File: config.mk
export PLATFORM = sky130hd
export DESIGN_NAME = dda_line_point_generator
export DESIGN_NICKNAME = d
export VERILOG_FILES = /design/src/sv/dlpg_pkg.sv /design/src/sv/dlpg_divider.sv /design/src/sv/dda_line_point_generator.sv
export SDC_FILE = /design/constraint.sdc
export NUM_CORES = 1
export LEC_CHECK = 0
export BUFFER_PORTS_ARGS = -buffer_cell sky130_fd_sc_hd__buf_2
export CORE_MARGIN = 2
export CORE_UTILIZATION = 57
export DETAILED_ROUTE_END_ITERATION = 10
export PLACE_DENSITY = 0.78
export SLEW_MARGIN = 10
export SYNTH_ARGS = -nofsm -noshare
export SYNTH_HDL_FRONTEND = slang
export SYNTH_SLANG_ARGS = --single-unit
File: constraint.sdc
create_clock -name i_clk -period 5.55 [get_ports i_clk]
set_input_delay 0.2775 -clock i_clk [delete_from_list [all_inputs] [get_ports i_clk]]
set_output_delay 0.2775 -clock i_clk [all_outputs]
set_load 0.1 [all_outputs]
File: src/sv/dlpg_pkg.sv
// Package of the DDA line point generator: default widths and the control state type.
// No dependencies; used by dlpg_divider, dda_line_point_generator, dlpg_checker and the testbench.
package dlpg_pkg;

    localparam int COORD_BITS_DEF = 10;
    localparam int FRAC_BITS_DEF  = 16;

    typedef enum logic {
        ST_IDLE,
        ST_DIV
    } t_state;

endpackage

File: src/sv/dlpg_divider.sv
// Bit-serial restoring divider: rounded (mag << FRAC_BITS + steps/2) / steps.
// Depends on dlpg_pkg for default parameter values.
module dlpg_divider
    import dlpg_pkg::*;
#(
    parameter int COORD_BITS = COORD_BITS_DEF,
    parameter int FRAC_BITS  = FRAC_BITS_DEF
) (
    input  logic                  i_clk,
    input  logic                  i_rst_n,
    input  logic                  i_start,
    input  logic [COORD_BITS-1:0] i_mag,
    input  logic [COORD_BITS-1:0] i_steps,
    output logic                  o_done,
    output logic [FRAC_BITS:0]    o_quot
);

    localparam int NUM_BITS = COORD_BITS + FRAC_BITS + 1;
    localparam int CNT_BITS = $clog2(FRAC_BITS + 1);

    logic                  r_busy;
    logic                  r_done;
    logic [CNT_BITS-1:0]   r_cnt;
    logic [COORD_BITS-1:0] r_div;
    logic [COORD_BITS-1:0] r_rem;
    logic [FRAC_BITS:0]    r_num;   // numerator bits going out, quotient bits coming in

    logic [NUM_BITS-1:0]   w_num;
    logic [COORD_BITS:0]   w_sh;
    logic [COORD_BITS:0]   w_diff;
    logic                  w_ge;

    // The quotient never exceeds 2^FRAC_BITS, so the numerator bits from
    // FRAC_BITS+1 up already sit below the divisor and seed the remainder.
    assign w_num  = {1'b0, i_mag, {FRAC_BITS{1'b0}}} + NUM_BITS'(i_steps >> 1);
    assign w_sh   = {r_rem, r_num[FRAC_BITS]};
    assign w_ge   = (w_sh >= {1'b0, r_div});
    assign w_diff = w_sh - {1'b0, r_div};

    always_ff @(posedge i_clk) begin
        if (!i_rst_n) begin
            r_busy <= 1'b0;
            r_done <= 1'b0;
            r_cnt  <= '0;
        end else begin
            r_done <= r_busy && (r_cnt == '0);
            if (i_start) begin
                r_busy <= 1'b1;
                r_cnt  <= CNT_BITS'(FRAC_BITS);
            end else if (r_busy) begin
                r_cnt <= r_cnt - 1'b1;
                if (r_cnt == '0) begin
                    r_busy <= 1'b0;
                end
            end
        end
    end

    always_ff @(posedge i_clk) begin
        if (i_start) begin
            r_div <= i_steps;
            r_rem <= w_num[NUM_BITS-1:FRAC_BITS+1];
            r_num <= w_num[FRAC_BITS:0];
        end else if (r_busy) begin
            r_rem <= w_ge ? w_diff[COORD_BITS-1:0] : w_sh[COORD_BITS-1:0];
            r_num <= {r_num[FRAC_BITS-1:0], w_ge};
        end
    end

    assign o_done = r_done;
    assign o_quot = r_num;

endmodule

File: src/sv/dda_line_point_generator.sv
// Top level of the DDA line point generator: request decode, accumulators, result register.
// Depends on dlpg_pkg and dlpg_divider.
//
// A load request (req_type 0) carries two endpoints. Its result, the start point,
// is presented in the cycle after the request is accepted. For a segment of nonzero
// length the block then takes no request while the bit-serial dividers form the x
// and y increments, one quotient bit per cycle for each axis; a zero-length segment
// needs no division and adds no stall. A next request (req_type 1) is one add per
// axis on the position accumulators, and while no division runs a new request is
// taken in every cycle in which the result register is empty or its result is
// being taken. Points are rounded half up, the endpoint is flagged last_point, a
// zero-length segment gives one point flagged last, and a next request with no
// active segment returns no_point with zero coordinates. A load drops any segment
// still in progress.
module dda_line_point_generator
    import dlpg_pkg::*;
#(
    parameter int COORD_BITS = COORD_BITS_DEF,
    parameter int FRAC_BITS  = FRAC_BITS_DEF
) (
    input  logic                  i_clk,
    input  logic                  i_rst_n,
    input  logic                  i_in_valid,
    output logic                  o_in_ready,
    input  logic                  i_req_type,
    input  logic [COORD_BITS-1:0] i_x_start,
    input  logic [COORD_BITS-1:0] i_y_start,
    input  logic [COORD_BITS-1:0] i_x_end,
    input  logic [COORD_BITS-1:0] i_y_end,
    output logic                  o_out_valid,
    input  logic                  i_out_ready,
    output logic [COORD_BITS-1:0] o_point_x,
    output logic [COORD_BITS-1:0] o_point_y,
    output logic                  o_last_point,
    output logic                  o_no_point
);

    localparam int ACC_BITS = COORD_BITS + FRAC_BITS + 2;
    localparam int INC_BITS = FRAC_BITS + 2;

    // Control.
    t_state r_state;
    t_state n_state;
    logic   w_accept;
    logic   w_load;
    logic   w_next;
    logic   w_div_start;
    logic   w_div_done;
    logic   w_div_done_x;
    logic   w_div_done_y;

    // Segment setup from the request fields.
    logic signed [COORD_BITS:0] w_dx;
    logic signed [COORD_BITS:0] w_dy;
    logic [COORD_BITS:0]        w_ax_full;
    logic [COORD_BITS:0]        w_ay_full;
    logic [COORD_BITS-1:0]      w_ax;
    logic [COORD_BITS-1:0]      w_ay;
    logic [COORD_BITS-1:0]      w_steps;
    logic [FRAC_BITS:0]         w_quot_x;
    logic [FRAC_BITS:0]         w_quot_y;

    // Segment state. The accumulators hold the position plus one half LSB,
    // so the rounded coordinate is a plain bit slice.
    logic [ACC_BITS-1:0]   r_acc_x;
    logic [ACC_BITS-1:0]   r_acc_y;
    logic [INC_BITS-1:0]   r_inc_x;
    logic [INC_BITS-1:0]   r_inc_y;
    logic [COORD_BITS-1:0] r_steps_left;
    logic                  r_active;
    logic                  r_neg_x;
    logic                  r_neg_y;
    logic [ACC_BITS-1:0]   w_sum_x;
    logic [ACC_BITS-1:0]   w_sum_y;

    // Result register.
    logic                  r_out_valid;
    logic [COORD_BITS-1:0] r_point_x;
    logic [COORD_BITS-1:0] r_point_y;
    logic                  r_last_point;
    logic                  r_no_point;

    assign w_accept = i_in_valid && o_in_ready;
    assign w_load   = w_accept && !i_req_type;
    assign w_next   = w_accept && i_req_type;

    // Deltas and the step count: the larger of |dx| and |dy|.
    assign w_dx      = $signed({1'b0, i_x_end}) - $signed({1'b0, i_x_start});
    assign w_dy      = $signed({1'b0, i_y_end}) - $signed({1'b0, i_y_start});
    assign w_ax_full = w_dx[COORD_BITS] ? (-w_dx) : w_dx;
    assign w_ay_full = w_dy[COORD_BITS] ? (-w_dy) : w_dy;
    assign w_ax      = w_ax_full[COORD_BITS-1:0];
    assign w_ay      = w_ay_full[COORD_BITS-1:0];
    assign w_steps   = (w_ax > w_ay) ? w_ax : w_ay;

    // Advance both accumulators by the sign-extended increments.
    assign w_sum_x = r_acc_x + {{(ACC_BITS-INC_BITS){r_inc_x[INC_BITS-1]}}, r_inc_x};
    assign w_sum_y = r_acc_y + {{(ACC_BITS-INC_BITS){r_inc_y[INC_BITS-1]}}, r_inc_y};

    // Next state.
    always_comb begin
        n_state = r_state;
        case (r_state)
            ST_IDLE: begin
                if (w_load && (w_steps != '0)) begin
                    n_state = ST_DIV;
                end
            end
            ST_DIV: begin
                if (w_div_done) begin
                    n_state = ST_IDLE;
                end
            end
            default: n_state = ST_IDLE;
        endcase
    end

    // State outputs: take a request only when idle and the result slot frees up.
    always_comb begin
        o_in_ready  = 1'b0;
        w_div_start = 1'b0;
        case (r_state)
            ST_IDLE: begin
                o_in_ready  = !r_out_valid || i_out_ready;
                w_div_start = w_load && (w_steps != '0);
            end
            ST_DIV: begin
                o_in_ready  = 1'b0;
                w_div_start = 1'b0;
            end
            default: begin
                o_in_ready  = 1'b0;
                w_div_start = 1'b0;
            end
        endcase
    end

    dlpg_divider #(
        .COORD_BITS (COORD_BITS),
        .FRAC_BITS  (FRAC_BITS)
    ) u_div_x (
        .i_clk   (i_clk),
        .i_rst_n (i_rst_n),
        .i_start (w_div_start),
        .i_mag   (w_ax),
        .i_steps (w_steps),
        .o_done  (w_div_done_x),
        .o_quot  (w_quot_x)
    );

    // Runs in lockstep with the x divider.
    dlpg_divider #(
        .COORD_BITS (COORD_BITS),
        .FRAC_BITS  (FRAC_BITS)
    ) u_div_y (
        .i_clk   (i_clk),
        .i_rst_n (i_rst_n),
        .i_start (w_div_start),
        .i_mag   (w_ay),
        .i_steps (w_steps),
        .o_done  (w_div_done_y),
        .o_quot  (w_quot_y)
    );

    // Hold the setup until both increments are ready.
    assign w_div_done = w_div_done_x && w_div_done_y;

    // Control state.
    always_ff @(posedge i_clk) begin
        if (!i_rst_n) begin
            r_state     <= ST_IDLE;
            r_active    <= 1'b0;
            r_out_valid <= 1'b0;
        end else begin
            r_state <= n_state;
            if (w_load) begin
                r_active <= (w_steps != '0);
            end else if (w_next && r_active && (r_steps_left == COORD_BITS'(1))) begin
                r_active <= 1'b0;
            end
            if (w_accept) begin
                r_out_valid <= 1'b1;
            end else if (i_out_ready) begin
                r_out_valid <= 1'b0;
            end
        end
    end

    // Segment datapath.
    always_ff @(posedge i_clk) begin
        if (w_load) begin
            r_acc_x      <= {2'b00, i_x_start, 1'b1, {(FRAC_BITS-1){1'b0}}};
            r_acc_y      <= {2'b00, i_y_start, 1'b1, {(FRAC_BITS-1){1'b0}}};
            r_steps_left <= w_steps;
            r_neg_x      <= w_dx[COORD_BITS];
            r_neg_y      <= w_dy[COORD_BITS];
            r_inc_x      <= '0;
            r_inc_y      <= '0;
        end else if (w_next && r_active) begin
            r_acc_x      <= w_sum_x;
            r_acc_y      <= w_sum_y;
            r_steps_left <= r_steps_left - 1'b1;
        end else if (w_div_done) begin
            // Apply the delta's sign to the rounded magnitude.
            r_inc_x <= r_neg_x ? (-{1'b0, w_quot_x}) : {1'b0, w_quot_x};
            r_inc_y <= r_neg_y ? (-{1'b0, w_quot_y}) : {1'b0, w_quot_y};
        end
    end

    // Result payload: load gives the start point, next the advanced point or no_point.
    always_ff @(posedge i_clk) begin
        if (w_load) begin
            r_point_x    <= i_x_start;
            r_point_y    <= i_y_start;
            r_last_point <= (w_steps == '0);
            r_no_point   <= 1'b0;
        end else if (w_next && r_active) begin
            r_point_x    <= w_sum_x[FRAC_BITS+COORD_BITS-1:FRAC_BITS];
            r_point_y    <= w_sum_y[FRAC_BITS+COORD_BITS-1:FRAC_BITS];
            r_last_point <= (r_steps_left == COORD_BITS'(1));
            r_no_point   <= 1'b0;
        end else if (w_next) begin
            r_point_x    <= '0;
            r_point_y    <= '0;
            r_last_point <= 1'b0;
            r_no_point   <= 1'b1;
        end
    end

    assign o_out_valid  = r_out_valid;
    assign o_point_x    = r_point_x;
    assign o_point_y    = r_point_y;
    assign o_last_point = r_last_point;
    assign o_no_point   = r_no_point;

endmodule

# ---- After elaboration in Yosys (flattened, before gate mapping)
# Index checks and enable logic that the tools add are counted.
dict set report word_totals {
  register_bits 207
  out_inout_bits 24
  wordCells 124
  input_bits 45
}
dict set report op_classes {
  n_reduce_logical 25
  n_lt_le_gt_ge 3
  n_mux 48
  n_bitwise 3
  n_eq_ne 1
  addsub 15
}
# operator n
set op_table {}
lappend op_table {{$mux 10} 16}
lappend op_table {{$mux 26} 4}
lappend op_table {{$mux 17} 4}
lappend op_table {{$add 28x28->28} 2}
lappend op_table {{$add 26x9->27} 2}
lappend op_table {{$mux 18} 2}
lappend op_table {{$neg 17->18} 2}
lappend op_table {{$ge 11x10->1} 2}
lappend op_table {{$sub 10x10->11} 2}
lappend op_table {{$mux 5} 4}
lappend op_table {{$neg 10->10} 2}
lappend op_table {{$sub 10x10->10} 2}
lappend op_table {{$mux 1} 15}
lappend op_table {{$eq 10x1->1 const B} 1}
lappend op_table {{$gt 10x10->1} 1}
lappend op_table {{$logic_not 10->1} 1}
lappend op_table {{$logic_not 5->1} 2}
lappend op_table {{$reduce_bool 10->1} 1}
lappend op_table {{$reduce_bool 2->1} 5}
lappend op_table {{$sub 10x1->10 const B} 1}
lappend op_table {{$sub 5x1->5 const B} 2}
lappend op_table {{$logic_and 1x1->1} 9}
lappend op_table {{$pmux 1 s2} 3}
lappend op_table {{$reduce_or 2->1} 2}
lappend op_table {{other kinds (5)} 8}

# ---- Longest topological paths before layout
dict set report depth {
  ltp_word 9
  mapped_depth 28
  depth_no_buf 23
}

# ---- By module
# From an unflattened synthesis, not the netlist that was laid out.
dict set report hier_totals {
  cells_unflattened 1452
  hier_area_um2 13800.7
}
# module n_inst cells_per_inst area_per_inst_um2 seq_area_each_um2
set modules_own_cells {}
lappend modules_own_cells {dda_line_point_generator 1 1054 9136.3 3032.9}
lappend modules_own_cells {dlpg_divider 2 199 2332.2 1251.2}

# ---- Least setup slack after synthesis
# Ideal clock, no wire load.
dict set report synth_path {
  kind {in2reg}
  startpoint {input port i_x_end[0]}
  endpoint {register u_div_x.r_num[0], in the netlist u_div_x.o_quot[0] (enable)}
  path_buffers 3
  path_slack_ps 40
  arrival_time_ps 5193
  path_stages 24
  t_required_ps 5232
  path_cell_list {inv_1 -> ha_1 -> inv_1 -> fa_1 -> xnor2_1 -> nand3_1 -> nor3_1 -> nor4b_1 -> a21oi_1 -> xnor2_1 -> inv_1 -> ha_1 -> nand3_1 -> o21ai_0 -> a21oi_1 -> a31o_2 -> clkbuf_1 -> a2111o_1 -> a211o_1 -> a211o_1 -> o21a_1 -> buf_6 -> buf_6 -> or2_2}
}
dict set report synth_between {
  elab_chain_len 9
}
# element line
set synth_rtl {}
lappend synth_rtl {{from (decl)} dda_line_point_generator.sv:28} ;# input logic [COORD_BITS-1:0] i_x_end,
lappend synth_rtl {{$sub 10x10->11 *} dda_line_point_generator.sv:88} ;# assign w_dx = $signed({1'b0, i_x_end}) - $signed({1'b0, i_x_start});
lappend synth_rtl {{$neg 10->10} dda_line_point_generator.sv:90} ;# assign w_ax_full = w_dx[COORD_BITS] ? (-w_dx) : w_dx;
lappend synth_rtl {{$mux 10 *} dda_line_point_generator.sv:90}
lappend synth_rtl {{$gt 10x10->1} dda_line_point_generator.sv:94} ;# assign w_steps = (w_ax > w_ay) ? w_ax : w_ay;
lappend synth_rtl {{$mux 10 *} dda_line_point_generator.sv:94}
lappend synth_rtl {{$reduce_bool 10->1 *} dda_line_point_generator.sv:125} ;# w_div_start = w_load && (w_steps != '0);
lappend synth_rtl {{$logic_and 1x1->1 *} dda_line_point_generator.sv:125}
lappend synth_rtl {{$pmux 1 s2 *} dda_line_point_generator.sv:122} ;# case (r_state)
lappend synth_rtl {{$reduce_bool 2->1 (no source line) *} n/a}
lappend synth_rtl {{to (signal assigned)} dlpg_divider.sv:63} ;# r_num <= w_num[FRAC_BITS:0];
lappend synth_rtl {{to (signal assigned)} dlpg_divider.sv:66} ;# r_num <= {r_num[FRAC_BITS-1:0], w_ge};
lappend synth_rtl {{to (decl)} dlpg_divider.sv:26} ;# logic [FRAC_BITS:0] r_num;
# Mark *: on every way between the ends. The rest lies on a longest branch, timed or not.
# A chain may end at the register's enable or synchronous reset.

# ---- Final worst setup path
dict set report layout_path {
  startpoint {input port i_y_end[0]}
  endpoint {register u_div_x.r_rem[4] (enable)}
}
dict set report layout_between {
  word_cells_on_any_way 9
}
# element line
set layout_lines {}
lappend layout_lines {{from (decl)} dda_line_point_generator.sv:29} ;# input logic [COORD_BITS-1:0] i_y_end,
lappend layout_lines {{$sub 10x10->11 *} dda_line_point_generator.sv:89} ;# assign w_dy = $signed({1'b0, i_y_end}) - $signed({1'b0, i_y_start});
lappend layout_lines {{via w_dy[10]} dda_line_point_generator.sv:54} ;# logic signed [COORD_BITS:0] w_dy;
lappend layout_lines {{$mux 10 *} dda_line_point_generator.sv:91} ;# assign w_ay_full = w_dy[COORD_BITS] ? (-w_dy) : w_dy;
lappend layout_lines {{$gt 10x10->1} dda_line_point_generator.sv:94}
lappend layout_lines {{$mux 10 *} dda_line_point_generator.sv:94}
lappend layout_lines {{$reduce_bool 10->1 *} dda_line_point_generator.sv:125}
lappend layout_lines {{$logic_and 1x1->1 *} dda_line_point_generator.sv:125}
lappend layout_lines {{$pmux 1 s2 *} dda_line_point_generator.sv:122}
lappend layout_lines {{$reduce_bool 2->1 (no source line) *} n/a}
lappend layout_lines {{to (signal assigned)} dlpg_divider.sv:62} ;# r_rem <= w_num[NUM_BITS-1:FRAC_BITS+1];
lappend layout_lines {{to (signal assigned)} dlpg_divider.sv:65} ;# r_rem <= w_ge ? w_diff[COORD_BITS-1:0] : w_sh[COORD_BITS-1:0];
lappend layout_lines {{to (decl)} dlpg_divider.sv:25} ;# logic [COORD_BITS-1:0] r_rem;
# The timed path passes the listed nets; every way through them passes the cells marked *.

==> qor.txt <==
synthesized cell area - 0.01339 mm²
Hold Violations, Final - 0
Yosys reg bits - 203
core area - 0.02326 mm²
Filler cells - 1926
Worst Setup End Kind - flip-flop
CP max stage cell - fa_1
hold_ws - 0.1061 ns
Rel. slew slack - 0.1443
largest net degree at the start of global routing - 69
commonest cells after routing, fill and taps aside - nand2_1, edfxtp_1, ha_1, o21ai_0, inv_1
Top Ports - 69
gr ovfl total - 0
Area Growth Syn to Fin - 12.35%
initial core utilization - 0.5755
Post-DRT Antenna Nets - 0
n_diodes - 0
Max clock buf depth - 3
ys async rst share - 0
crit-path max FO - 10
Post-DP HPWL - 24340 µm
Post-Layout Cell Count - 1849
fin crit share - 0.9121
CTS Root Cell - clkbuf_16
DRC - 0
CTS tree - yes
via count - 10950
Skew-Pair Late Insertion Delay - 0.52 ns
max-cap viol count - 0
met3 WL - 2003 µm
peak supply drop - 0.2591 mV
port buffer count - 68
status - finished, final reports clean
register area share after synthesis - 0.3910
Post-Route WL - 33510 µm
Iter 0 DRT Violations - 977
RSZ-0062 raised after global routing - no
number of placed instances, taps included - 1808
fraction of layout cells with a size suffix above 1 - 0.1170
syn nets - 1586
Yosys cell types - 77
fmax - 0.1975 GHz
GRT Overall Usage - 0.2740
WL per Instance - 18.12 µm
global-route wire length before repair - 53960 µm
Tightest Hold Check Type - in -> reg
Post-Route Setup TNS - 0 ns
metal2 WL - 15530 µm
Die Y - 157.3 µm
CP cell instances - buf_2 > inv_1 > ha_1 > inv_1 > fa_1 > a211oi_2 > o31ai_2 > a221o_1 > a21o_2 > clkinv_4 > nand2_1 > xnor2_1 > ha_1 > and4_1 > and2_1 > a221o_1 > a21oi_1 > a31o_2 > a2111o_1 > a211o_1 > a211o_1 > o21a_2 > or2_2 > buf_4
Storage cell area - 0.005235 mm²
commonest non-fill, non-tap cell in the layout - nand2_1
Worst Path Required - 5.81 ns
initial antenna violation count - 0
vias in the first global route - 10590
buffer count from post-CTS setup fixing - 0
routed vias/inst - 5.922
Final GP Congestion - 0.9407
Worst Path Arrival - 5.32 ns
CTS resizes - 0
total CTS buffers - 23
Site Rows - 56
final net count - 1675
YS warnings - 0
fin crit period - 5.062 ns
area of the die - 0.02473 mm²
Post-CTS Hold Fix Bufs - 0
clock-pin slew of the registers on the worst-case setup and hold paths - 0.06 ns
final max-slew violation count - 0
Worst Clk Skew - 0.01706 ns
syn_area_per_cell - 9.395 µm²
max incr delay on CP - 0.42 ns
Setup crit start kind - input port
Multi-input gate area - 0.007556 mm²
Top Layer Used - met4
clk sink count - 203
Power Density - 350.7 mW/mm²
worst setup path class - in -> reg
LEAKAGE - 6.335 nW
Post-synth EDFFs - 117
drt first pass iters - 5
main flop type after synthesis - edfxtp_1
H-tree level count - 1
Metal-1 WL - 15110 µm
final setup violation count - 0
Worst Tran Pin Value - 1.284 ns
die width - 157.3 µm
synthesized instance count - 1425
[where the power goes]
part           internal, mW  leakage (nW)  switching (mW)  total, mW
Combinational         0.732          4.15            1.06       1.79
Clock                 0.949         0.366           0.638       1.59
Sequential             1.81          1.81          0.0891       1.90
Total                  3.49          6.33            1.79       5.27
[sequential cells by signal, summed over array words and instances, names as in the netlist, 5 cells and up]
| register | flops |
|---|---|
| r_acc_y | 26 |
| u_div_y.r_rem | 10 |
| r_steps_left | 10 |
| u_div_x.o_quot | 17 |
| r_acc_x | 26 |
| u_div_y.r_div | 10 |
| o_point_x | 10 |
| u_div_x.r_cnt | 5 |
| u_div_y.o_quot | 17 |
| r_inc_y | 18 |
| u_div_y.r_cnt | 5 |
| u_div_x.r_rem | 10 |
| r_inc_x | 18 |
| o_point_y | 10 |
[synth_stat cells, types with 6 or more instances]
library cell | instances | area share
a211oi_1 | 26 | 0.015
a21boi_0 | 6 | 0.0034
a21o_1 | 29 | 0.016
a21oi_1 | 86 | 0.032
a31oi_1 | 10 | 0.0047
and2_1 | 9 | 0.0042
and3_1 | 14 | 0.0065
buf_1 | 7 | 0.0020
clkbuf_1 | 31 | 0.0087
dfxtp_1 | 86 | 0.13
edfxtp_1 | 117 | 0.26
fa_1 | 6 | 0.0090
ha_1 | 110 | 0.10
inv_1 | 102 | 0.029
mux2i_1 | 52 | 0.039
nand2_1 | 123 | 0.034
nand2b_1 | 18 | 0.0084
nand3_1 | 17 | 0.0064
nand4_1 | 13 | 0.0061
nor2_1 | 96 | 0.027
nor2b_1 | 39 | 0.018
nor3_1 | 24 | 0.0090
nor3b_1 | 8 | 0.0045
o211ai_1 | 7 | 0.0039
o21a_1 | 19 | 0.011
o21ai_0 | 108 | 0.040
o21bai_1 | 6 | 0.0034
o22ai_1 | 10 | 0.0047
o31ai_1 | 8 | 0.0045
or2_2 | 7 | 0.0033
or3_1 | 18 | 0.0084
xnor2_1 | 69 | 0.045
xor2_1 | 51 | 0.033
[cell type report]
type | instances | share of cell area
Sequential cell | 203 | 0.3481
Clock inverter | 16 | 0.01298
Inverter | 103 | 0.02604
Timing Repair Buffer | 110 | 0.04525
Multi-Input combinational cell | 1073 | 0.5024
Clock buffer | 25 | 0.03877
Tap cell | 319 | 0.02654
[metrics by stage]
step	setup slack [ns]	area, µm²	utilization	power [mW]
3_3_place_gp	0.1486	14260	0.6131	3.619
3_5_place_dp	0.02600	14260	0.6131	3.671
4_1_cts	0.5429	15040	0.6466	5.266
6_report	0.4879	15040	0.6466	5.275
5_1_grt	0.1752	15040	0.6466	5.525
2_1_floorplan	0.03969	13390	-	3.162
[critical path, delay by kind of cell]
kind	cells	cell delay (ns)
buffers and inverters	5	0.50
xor gates and xnor gates	1	0.15
adders and majority gates	3	0.95
and+or+nand+nor	4	0.79
AOI/OAI and AO/OA	11	2.63
[metal layers]
metal,GRT usage,vias to the layer above
met5,0,-
met4,0.08571,0
met3,0.04047,66
met2,0.4458,307
met1,0.3779,5248
li1,-,5328
[worst paths after layout]
path                                    from                    endpoint  slack [ns]  depth (start not counted)
setup reg to reg  u_div_y.r_div[1]$_DFFE_PP_  u_div_y.r_rem[4]$_DFFE_PP_        1.59                         12
hold / removal                   i_out_ready    o_out_valid$_SDFFE_PN0P_        0.11                          3
setup / recovery                  i_y_end[0]  u_div_x.r_rem[4]$_DFFE_PP_        0.49                         24
hold reg to reg     r_inc_y[10]$_SDFFE_PP0P_    r_inc_y[10]$_SDFFE_PP0P_        0.45                          2
[cells by family after synthesis]
group                    after synthesis  synth area share
XOR/XNOR                             122           0.08093
AO/OA/AOI/OAI                        372            0.1788
multiplexers                          58           0.04439
flip-flops                           203            0.3910
AND/OR/NAND/NOR                      405            0.1479
adder cells (fa/ha/maj)              116            0.1118
buffers and inverters                149           0.04514
(Power assumes the default switching activity.)
